<file path="config.mk">
export PLATFORM = sky130hd
export DESIGN_NAME = magnetometer_calibrate_heading
export DESIGN_NICKNAME = d
export VERILOG_FILES = /design/src/rtl/mch_pkg.sv /design/src/rtl/magnetometer_calibrate_heading.sv
export SDC_FILE = /design/constraint.sdc
export NUM_CORES = 1
export LEC_CHECK = 0
export BUFFER_PORTS_ARGS = -buffer_cell sky130_fd_sc_hd__buf_4
export CAP_MARGIN = 40
export CORE_ASPECT_RATIO = 0.75
export CORE_MARGIN = 1
export CORE_UTILIZATION = 25
export CTS_CLUSTER_DIAMETER = 100
export DETAILED_ROUTE_END_ITERATION = 8
export HOLD_SLACK_MARGIN = 0.06
export SYNTH_ARGS = -nofsm -noshare
export SYNTH_HDL_FRONTEND = slang
export SYNTH_SLANG_ARGS = --single-unit
</file>
<file path="constraint.sdc">
create_clock -name clk_i -period 8 [get_ports clk_i]
set_input_delay 0 -clock clk_i [delete_from_list [all_inputs] [get_ports clk_i]]
set_output_delay 0 -clock clk_i [all_outputs]
set_load 0.05 [all_outputs]
</file>
<file path="src/rtl/mch_pkg.sv">
// Package for the magnetometer calibration and heading block.
// Holds shared constants, register addresses and the CORDIC arctangent table.
// No dependencies.
`default_nettype none

package mch_pkg;

  // Parameter defaults
  localparam int unsigned CAL_SAMPLES_DEF  = 200;
  localparam int unsigned CORDIC_STEPS_DEF = 16;

  // Field widths
  localparam int unsigned MAG_W  = 16;
  localparam int unsigned DECL_W = 9;
  localparam int unsigned THR_W  = 16;
  localparam int unsigned HDG_W  = 9;

  // Register reset values
  localparam logic signed [DECL_W-1:0] DECL_RESET = -9'sd5;
  localparam logic [THR_W-1:0]         THR_RESET  = '0;

  // Register select (paddr bit 2)
  localparam logic REG_DECL = 1'b0;
  localparam logic REG_THR  = 1'b1;

  // Angle units: 2^-16 degree
  localparam int unsigned ANG_W = 27;
  localparam logic signed [ANG_W-1:0] ANG_45  = 27'sd2949120;
  localparam logic signed [ANG_W-1:0] ANG_90  = 27'sd5898240;
  localparam logic signed [ANG_W-1:0] ANG_180 = 27'sd11796480;
  localparam logic signed [ANG_W-1:0] ANG_360 = 27'sd23592960;

  localparam int unsigned ATAN_W = 22;

  // Rounded atan(2^-i) * 65536 in degrees
  function automatic logic [ATAN_W-1:0] atan_entry(input logic [4:0] idx);
    logic [ATAN_W-1:0] e;
    case (idx)
      5'd0:    e = 22'd2949120;
      5'd1:    e = 22'd1740967;
      5'd2:    e = 22'd919879;
      5'd3:    e = 22'd466945;
      5'd4:    e = 22'd234379;
      5'd5:    e = 22'd117304;
      5'd6:    e = 22'd58666;
      5'd7:    e = 22'd29335;
      5'd8:    e = 22'd14668;
      5'd9:    e = 22'd7334;
      5'd10:   e = 22'd3667;
      5'd11:   e = 22'd1833;
      5'd12:   e = 22'd917;
      5'd13:   e = 22'd458;
      5'd14:   e = 22'd229;
      5'd15:   e = 22'd115;
      5'd16:   e = 22'd57;
      5'd17:   e = 22'd29;
      5'd18:   e = 22'd14;
      5'd19:   e = 22'd7;
      5'd20:   e = 22'd4;
      5'd21:   e = 22'd2;
      5'd22:   e = 22'd1;
      default: e = 22'd0;
    endcase
    return e;
  endfunction

endpackage

`default_nettype wire

</file>
<file path="src/rtl/magnetometer_calibrate_heading.sv">
// Hard-iron min/max calibration and compass heading for a three-axis magnetometer.
// A small sequencer drives one shared CORDIC shift-add unit and one per-axis tracker.
// Depends on mch_pkg.
//
// Usage: each accepted input word yields exactly one result word. A word with action
// set starts calibration: it seeds the per-axis min/max trackers and clears the offsets;
// the next CAL_SAMPLES words widen the trackers, and the last of them loads each offset
// with (max+min)/2 if that axis spans more than the threshold register. Other words
// give a heading in whole degrees (0..359) from offset-corrected X/Y plus declination.
// Sequence: a heading word runs through offset subtract, quadrant fold, CORDIC_STEPS
// rotation steps at one per cycle on a single shift-add unit, quadrant restore,
// declination wrap and output load; the next word is accepted only after the load.
// A vector on an axis or on the diagonal skips the rotation. A calibration word
// runs one per-axis sweep over X, Y and Z, the one that closes calibration a second
// sweep for the offsets, and a start word goes straight to the output load. in_stall_o
// is high while a word is in work; the result waits in an output register, so a new
// word is taken while the previous result is still stalled, and a word whose result
// is ready waits for that register to be free.
`default_nettype none

module magnetometer_calibrate_heading #(
  parameter int unsigned CAL_SAMPLES  = mch_pkg::CAL_SAMPLES_DEF,
  parameter int unsigned CORDIC_STEPS = mch_pkg::CORDIC_STEPS_DEF
) (
  input  wire logic                               clk_i,
  input  wire logic                               rst_ni,
  // input words
  input  wire logic                               in_valid_i,
  output logic                                    in_stall_o,
  input  wire logic                               action_i,
  input  wire logic signed [mch_pkg::MAG_W-1:0]   mag_x_i,
  input  wire logic signed [mch_pkg::MAG_W-1:0]   mag_y_i,
  input  wire logic signed [mch_pkg::MAG_W-1:0]   mag_z_i,
  // result words
  output logic                                    out_valid_o,
  input  wire logic                               out_stall_i,
  output logic [mch_pkg::HDG_W-1:0]               heading_deg_o,
  output logic                                    heading_valid_o,
  output logic                                    calibrating_o,
  output logic signed [mch_pkg::MAG_W-1:0]        offset_x_o,
  output logic signed [mch_pkg::MAG_W-1:0]        offset_y_o,
  output logic signed [mch_pkg::MAG_W-1:0]        offset_z_o,
  // configuration
  input  wire logic                               psel,
  input  wire logic                               penable,
  input  wire logic                               pwrite,
  input  wire logic [2:0]                         paddr,
  input  wire logic [31:0]                        pwdata,
  output logic [31:0]                             prdata,
  output logic                                    pready
);
  import mch_pkg::*;

  localparam int unsigned STEP_W = (CORDIC_STEPS > 1) ? $clog2(CORDIC_STEPS) : 1;
  localparam logic [STEP_W-1:0] STEP_LAST = STEP_W'(CORDIC_STEPS - 1);
  localparam logic [7:0] CAL_LOAD = 8'(CAL_SAMPLES);
  localparam int unsigned CW = 28;  // CORDIC x/y width

  // Sequencer states
  localparam logic [3:0] S_IDLE = 4'd0;
  localparam logic [3:0] S_CAL  = 4'd1;
  localparam logic [3:0] S_FIX  = 4'd2;
  localparam logic [3:0] S_PREP = 4'd3;
  localparam logic [3:0] S_ANG  = 4'd4;
  localparam logic [3:0] S_ROT  = 4'd5;
  localparam logic [3:0] S_HEAD = 4'd6;
  localparam logic [3:0] S_WRAP = 4'd7;
  localparam logic [3:0] S_EMIT = 4'd8;

  logic [3:0] state_q, state_d;
  logic [1:0] axis_q, axis_d;
  logic [STEP_W-1:0] step_q, step_d;
  logic [7:0] left_q, left_d;
  logic cal_active_q, cal_active_d;

  logic signed [MAG_W-1:0] mag_q [0:2];
  logic signed [MAG_W-1:0] mag_d [0:2];
  logic signed [MAG_W-1:0] max_q [0:2];
  logic signed [MAG_W-1:0] max_d [0:2];
  logic signed [MAG_W-1:0] min_q [0:2];
  logic signed [MAG_W-1:0] min_d [0:2];
  logic signed [MAG_W-1:0] off_q [0:2];
  logic signed [MAG_W-1:0] off_d [0:2];

  logic signed [MAG_W:0] dx_q, dx_d, dy_q, dy_d;
  logic signed [CW-1:0] x_q, x_d, y_q, y_d;
  logic signed [ANG_W-1:0] z_q, z_d;
  logic [HDG_W-1:0] hdg_q, hdg_d;
  logic hvalid_q, hvalid_d;

  logic signed [DECL_W-1:0] decl_q, decl_d;
  logic [THR_W-1:0] thr_q, thr_d;

  logic out_valid_q, out_valid_d;
  logic [HDG_W-1:0] out_hdg_q, out_hdg_d;
  logic out_hv_q, out_hv_d, out_cal_q, out_cal_d;
  logic signed [MAG_W-1:0] out_ox_q, out_ox_d, out_oy_q, out_oy_d, out_oz_q, out_oz_d;

  logic in_take, out_free;

  // Shared-unit and per-axis scratch
  logic signed [MAG_W-1:0] cur_mag, cur_max, cur_min;
  logic signed [MAG_W:0] span, sum, half;
  logic [MAG_W:0] ax, ay;
  logic signed [CW-1:0] xs, ys;
  logic signed [ANG_W-1:0] ang, a_clamp;
  logic [9:0] deg;
  logic [HDG_W-1:0] h;
  logic signed [10:0] s;

  assign in_stall_o = (state_q != S_IDLE);
  assign in_take    = in_valid_i && !in_stall_o;
  assign out_free   = !out_valid_q || !out_stall_i;

  // Configuration port
  assign pready = 1'b1;
  always_comb begin
    decl_d = decl_q;
    thr_d  = thr_q;
    if (psel && penable && pwrite) begin
      case (paddr[2])
        REG_DECL: decl_d = pwdata[DECL_W-1:0];
        REG_THR:  thr_d  = pwdata[THR_W-1:0];
        default:  ;
      endcase
    end
  end

  always_comb begin
    case (paddr[2])
      REG_DECL: prdata = {{(32-DECL_W){decl_q[DECL_W-1]}}, decl_q};
      REG_THR:  prdata = {{(32-THR_W){1'b0}}, thr_q};
      default:  prdata = '0;
    endcase
  end

  // Sequencer and datapath
  always_comb begin
    state_d      = state_q;
    axis_d       = axis_q;
    step_d       = step_q;
    left_d       = left_q;
    cal_active_d = cal_active_q;
    mag_d        = mag_q;
    max_d        = max_q;
    min_d        = min_q;
    off_d        = off_q;
    dx_d         = dx_q;
    dy_d         = dy_q;
    x_d          = x_q;
    y_d          = y_q;
    z_d          = z_q;
    hdg_d        = hdg_q;
    hvalid_d     = hvalid_q;
    out_valid_d  = out_valid_q && out_stall_i;
    out_hdg_d    = out_hdg_q;
    out_hv_d     = out_hv_q;
    out_cal_d    = out_cal_q;
    out_ox_d     = out_ox_q;
    out_oy_d     = out_oy_q;
    out_oz_d     = out_oz_q;

    // per-axis tracker
    cur_mag = mag_q[axis_q];
    cur_max = max_q[axis_q];
    cur_min = min_q[axis_q];
    span = {cur_max[MAG_W-1], cur_max} - {cur_min[MAG_W-1], cur_min};
    sum  = {cur_max[MAG_W-1], cur_max} + {cur_min[MAG_W-1], cur_min};
    half = (sum + {{MAG_W{1'b0}}, sum[MAG_W]}) >>> 1;

    // absolute differences
    ax = dx_q[MAG_W] ? (MAG_W+1)'(-dx_q) : dx_q;
    ay = dy_q[MAG_W] ? (MAG_W+1)'(-dy_q) : dy_q;

    // CORDIC shift-add unit
    xs  = x_q >>> step_q;
    ys  = y_q >>> step_q;
    ang = {{(ANG_W-ATAN_W){1'b0}}, atan_entry(5'(step_q))};

    // clamp and degree wrap
    if (z_q < 0) begin
      a_clamp = '0;
    end else if (z_q > ANG_90) begin
      a_clamp = ANG_90;
    end else begin
      a_clamp = z_q;
    end
    deg = z_q[25:16];
    h   = (deg == 10'd360) ? '0 : deg[HDG_W-1:0];
    s   = $signed({2'b00, h}) + {{2{decl_q[DECL_W-1]}}, decl_q};

    case (state_q)
      S_IDLE: begin
        if (in_take) begin
          mag_d[0] = mag_x_i;
          mag_d[1] = mag_y_i;
          mag_d[2] = mag_z_i;
          axis_d   = '0;
          hdg_d    = '0;
          hvalid_d = 1'b0;
          if (action_i) begin
            // seed trackers, clear offsets, arm the sample count
            max_d[0] = mag_x_i;
            max_d[1] = mag_y_i;
            max_d[2] = mag_z_i;
            min_d[0] = mag_x_i;
            min_d[1] = mag_y_i;
            min_d[2] = mag_z_i;
            off_d[0] = '0;
            off_d[1] = '0;
            off_d[2] = '0;
            left_d       = CAL_LOAD;
            cal_active_d = 1'b1;
            state_d      = S_EMIT;
          end else if (cal_active_q) begin
            state_d = S_CAL;
          end else begin
            state_d = S_PREP;
          end
        end
      end
      S_CAL: begin
        // widen one axis per cycle
        if (cur_mag > cur_max) max_d[axis_q] = cur_mag;
        if (cur_mag < cur_min) min_d[axis_q] = cur_mag;
        if (axis_q == 2'd2) begin
          axis_d = '0;
          left_d = left_q - 8'd1;
          state_d = (left_q == 8'd1) ? S_FIX : S_EMIT;
        end else begin
          axis_d = axis_q + 2'd1;
        end
      end
      S_FIX: begin
        // accept the center only where the span is wide enough
        if (span > $signed({1'b0, thr_q})) off_d[axis_q] = half[MAG_W-1:0];
        if (axis_q == 2'd2) begin
          axis_d       = '0;
          cal_active_d = 1'b0;
          state_d      = S_EMIT;
        end else begin
          axis_d = axis_q + 2'd1;
        end
      end
      S_PREP: begin
        dx_d = {mag_q[0][MAG_W-1], mag_q[0]} - {off_q[0][MAG_W-1], off_q[0]};
        dy_d = {mag_q[1][MAG_W-1], mag_q[1]} - {off_q[1][MAG_W-1], off_q[1]};
        state_d = S_ANG;
      end
      S_ANG: begin
        // fold into first quadrant, settle axis and diagonal cases directly
        x_d    = {3'b000, ax, 8'h00};
        y_d    = {3'b000, ay, 8'h00};
        step_d = '0;
        if (ay == '0) begin
          z_d = '0;
          state_d = S_HEAD;
        end else if (ax == '0) begin
          z_d = ANG_90;
          state_d = S_HEAD;
        end else if (ax == ay) begin
          z_d = ANG_45;
          state_d = S_HEAD;
        end else begin
          z_d = '0;
          state_d = S_ROT;
        end
      end
      S_ROT: begin
        // one vectoring step per cycle
        if (y_q > 0) begin
          x_d = x_q + ys;
          y_d = y_q - xs;
          z_d = z_q + ang;
        end else begin
          x_d = x_q - ys;
          y_d = y_q + xs;
          z_d = z_q - ang;
        end
        step_d = step_q + 1'b1;
        if (step_q == STEP_LAST) state_d = S_HEAD;
      end
      S_HEAD: begin
        // restore quadrant
        if (!dy_q[MAG_W]) begin
          z_d = dx_q[MAG_W] ? ANG_180 - a_clamp : a_clamp;
        end else begin
          z_d = dx_q[MAG_W] ? ANG_180 + a_clamp : ANG_360 - a_clamp;
        end
        state_d = S_WRAP;
      end
      S_WRAP: begin
        // add declination and wrap into 0..359
        if (s < 0) begin
          hdg_d = HDG_W'(s + 11'sd360);
        end else if (s >= 11'sd360) begin
          hdg_d = HDG_W'(s - 11'sd360);
        end else begin
          hdg_d = s[HDG_W-1:0];
        end
        hvalid_d = 1'b1;
        state_d  = S_EMIT;
      end
      S_EMIT: begin
        // hold until the output register is free
        if (out_free) begin
          out_valid_d = 1'b1;
          out_hdg_d   = hdg_q;
          out_hv_d    = hvalid_q;
          out_cal_d   = cal_active_q;
          out_ox_d    = off_q[0];
          out_oy_d    = off_q[1];
          out_oz_d    = off_q[2];
          state_d     = S_IDLE;
        end
      end
      default: state_d = S_IDLE;
    endcase
  end

  always_ff @(posedge clk_i or negedge rst_ni) begin
    if (!rst_ni) begin
      state_q      <= S_IDLE;
      axis_q       <= '0;
      step_q       <= '0;
      left_q       <= '0;
      cal_active_q <= 1'b0;
      for (int k = 0; k < 3; k++) begin
        max_q[k] <= '0;
        min_q[k] <= '0;
        off_q[k] <= '0;
      end
      decl_q      <= DECL_RESET;
      thr_q       <= THR_RESET;
      out_valid_q <= 1'b0;
    end else begin
      state_q      <= state_d;
      axis_q       <= axis_d;
      step_q       <= step_d;
      left_q       <= left_d;
      cal_active_q <= cal_active_d;
      max_q        <= max_d;
      min_q        <= min_d;
      off_q        <= off_d;
      decl_q       <= decl_d;
      thr_q        <= thr_d;
      out_valid_q  <= out_valid_d;
    end
  end

  // Payload registers
  always_ff @(posedge clk_i) begin
    mag_q     <= mag_d;
    dx_q      <= dx_d;
    dy_q      <= dy_d;
    x_q       <= x_d;
    y_q       <= y_d;
    z_q       <= z_d;
    hdg_q     <= hdg_d;
    hvalid_q  <= hvalid_d;
    out_hdg_q <= out_hdg_d;
    out_hv_q  <= out_hv_d;
    out_cal_q <= out_cal_d;
    out_ox_q  <= out_ox_d;
    out_oy_q  <= out_oy_d;
    out_oz_q  <= out_oz_d;
  end

  assign out_valid_o     = out_valid_q;
  assign heading_deg_o   = out_hdg_q;
  assign heading_valid_o = out_hv_q;
  assign calibrating_o   = out_cal_q;
  assign offset_x_o      = out_ox_q;
  assign offset_y_o      = out_oy_q;
  assign offset_z_o      = out_oz_q;

endmodule

`default_nettype wire
</file>
==> out/metrics.cfg <==
[run_status]
status=completed

[setup_path]
end_kind=flip-flop
worstPathMaxFanout=64
crit_type=flip-flop to flip-flop
start_kind=flip-flop
crit_family=compound AO/OA/AOI/OAI gates
path_cells=mux4_2 > mux2_2 > a21oi_1 > ha_1 > inv_1 > a221oi_2 > nor2_1 > xnor2_1 > ha_1 > a2111oi_0 > o21ai_0 > a41oi_1 > o31a_1 > a221oi_1 > a311oi_1 > o21bai_1 > a21oi_1 > xor2_1 > mux2i_1
cp.arrival_ns=6.98
crit_buf_inv=1
crit_required_ns=8.33
critPathSlowestCell=dfrtp_4
slowest_delay_ns=0.99

[place]
place_area_um2=36000
gp_congestion=0.920
dpl.hpwl_um=81800
io_buffer_count=165

[global_route]
antenna_found_initial=1
grt_pass1_wl_um=162000
first_global_vias=26000
gr-total-overflow=0
grt_max_degree=76
grt_usage_pct=15.8

[route]
drc=0
dr_wl_met2_um=46200
drt_iter0_markers=2798
vias_per_cell=5.16
postRouteAntennaNets=0
wirelength_met1_um=49600
wl_met3_um=8400
wl_per_cell_um=19.8
drt-pass1-iter-count=8
num_vias=27900
highest_layer=met5
routed_wirelength_um=107000

[sta]
worst_slew_pin_slew_ns=0.922
maxClockFrequency_mhz=150
slew_headroom_pct=36.9
maxSlewViolCount=0
setup_viol=0
post-route-min-period_ns=6.65
skew_ns=0.0509
min_period_over_period_pct=83.1
setup_total_negative_slack_ns=0
hold_viol=0
rsz0062_at_grt=false

[yosys]
synth_seq_cells=423
synthFlopType=edfxtp_1
avgSynthCellArea_um2=9.49
yosys_warnings=0
ys_types=96
netlist_area_um2=32700
async_flop_share_pct=44.7
synth.net_count=3771
synth_edf_count=234
synthCells=3449
ys_seq_area_share_pct=36.0

[layout]
mostFrequentLayoutCell=nor2_1
nets=3939
synthToLayoutAreaGrowth_pct=17.3
n_fill_cell=13500
fin_util_pct=29.7
drive_above_1_share_pct=14.5
n_antenna_cell=0
layout_common_cells=nor2_1 (265), a21oi_1 (263), nand2_1 (256)
fin_area_um2=38400

[clock_tree]
clock_path_buffers=3
path_clk_slew_ns=0.07
ctsResizeCount=0
cts_tree=done
cts_sinks=423
clockRootBuffer=clkbuf_16
cts_buffers=47
cts_max_level=2
clk_latency_ns=0.64

[floorplanning]
start_util_pct=25.3
design.die.area_um2=132000
ioPinCount=185
die_w_um=420
coreArea_um2=129000
die_h_um=315
rows=114

[power]
ir_drop_mv=0.274
cellPowerDensity_nw_per_um2=414
p_leak_nw=15.1

[worst_hold_path]
hold_class=input port to flip-flop

[job]
drv_cap=0

[final timing paths]
kind                                   from                to  slack, ns  cells past startpoint
worst max-delay path              step_q[1]           y_q[23]       1.35                     19
worst min-delay path            mag_z_i[14]         mag_q[14]        0.1                      2
worst max register to register    step_q[1]           y_q[23]       1.35                     19
worst min register to register     hdg_q[7]  heading_deg_o[7]       0.42                      0
max in group asynchronous            rst_ni         min_q[11]       6.87                      4
min in group asynchronous            rst_ni         min_q[45]       0.53                      4
[flip-flops by register name, summed over array words and instances (netlist names), 17 cells and up]
signal,flops
mag_q,48
max_q,48
min_q,48
off_q,48
x_q,28
y_q,28
z_q,27
dx_q,17
dy_q,17
[report_power, final]
group	leakage, nW	internal [W]	total [W]	switching [W]
Combinational	9.75	0.00403	0.0104	0.00635
Sequential	4.58	0.00284	0.00325	0.000406
Clock	0.786	0.00126	0.00227	0.00101
[cell type report]
type	count	area (µm²)	area share [%]
clock inverters	19	214	0.557
multi-input cells	2656	19500	50.8
clock buffers	69	1390	3.62
flip-flops and latches	423	11800	30.7
inverters	183	687	1.79
repair buffers	306	2640	6.87
well taps	1740	2180	5.67
[cell families (layout without fill, tap and decap cells)]
group	Yosys count	count (layout)	synth area share [%]
fa+ha+maj	231	231	9.02
xor+xnor	273	273	7.31
mux	242	242	9.75
compound gates	971	971	19.5
buf+inv	370	577	4.67
simple gates	938	938	13.7
flops	423	423	36.0
other cells	1	1	0.0115
[cell usage after synthesis (all sizes together) (39+ instances only)]
master,instances,share of area [%]
o21ai,220,3.4
dfrtp,181,14
inv,182,2.1
clkbuf,125,1.4
a22o,56,1.5
nor2b,46,0.89
mux4,51,3.5
buf,62,1.1
ha,223,8.5
nor3,60,0.92
mux2,104,3.6
nand3,71,1.1
o21a,39,0.89
a21o,49,1.1
a21oi,264,4.0
mux2i,87,2.7
edfxtp,234,21
xnor2,162,4.3
nand2,258,3.0
xor2,111,3.0
nor2,270,3.1
[repair_timing]
item,in CTS,in global routing
hold buffers,78,0
endpoints found under the hold margin,259,0
buffers inserted,0,0
[through the flow]
stage	worst slack, ns	instances	hold WS, ns	power [W]
detailed placement	1.46	5228	0.0780	0.0135
CTS	1.40	5394	0.0625	0.0159
global placement	1.30	5210	0.0832	0.0133
finish	1.35	5396	0.0993	0.0159
floorplan	1.87	3449	-0.296	0.0106
global route	0.816	5396	0.0791	0.0171
[routing by layer]
| layer | vias up | track usage (%) |
|---|---|---|
| met5 | - | 0 |
| met1 | 13600 | 23.1 |
| met4 | 2 | 4.17 |
| met3 | 126 | 2.83 |
| met2 | 1102 | 23.6 |
| li1 | 13100 | - |
Power figures use the tool's default switching activity.
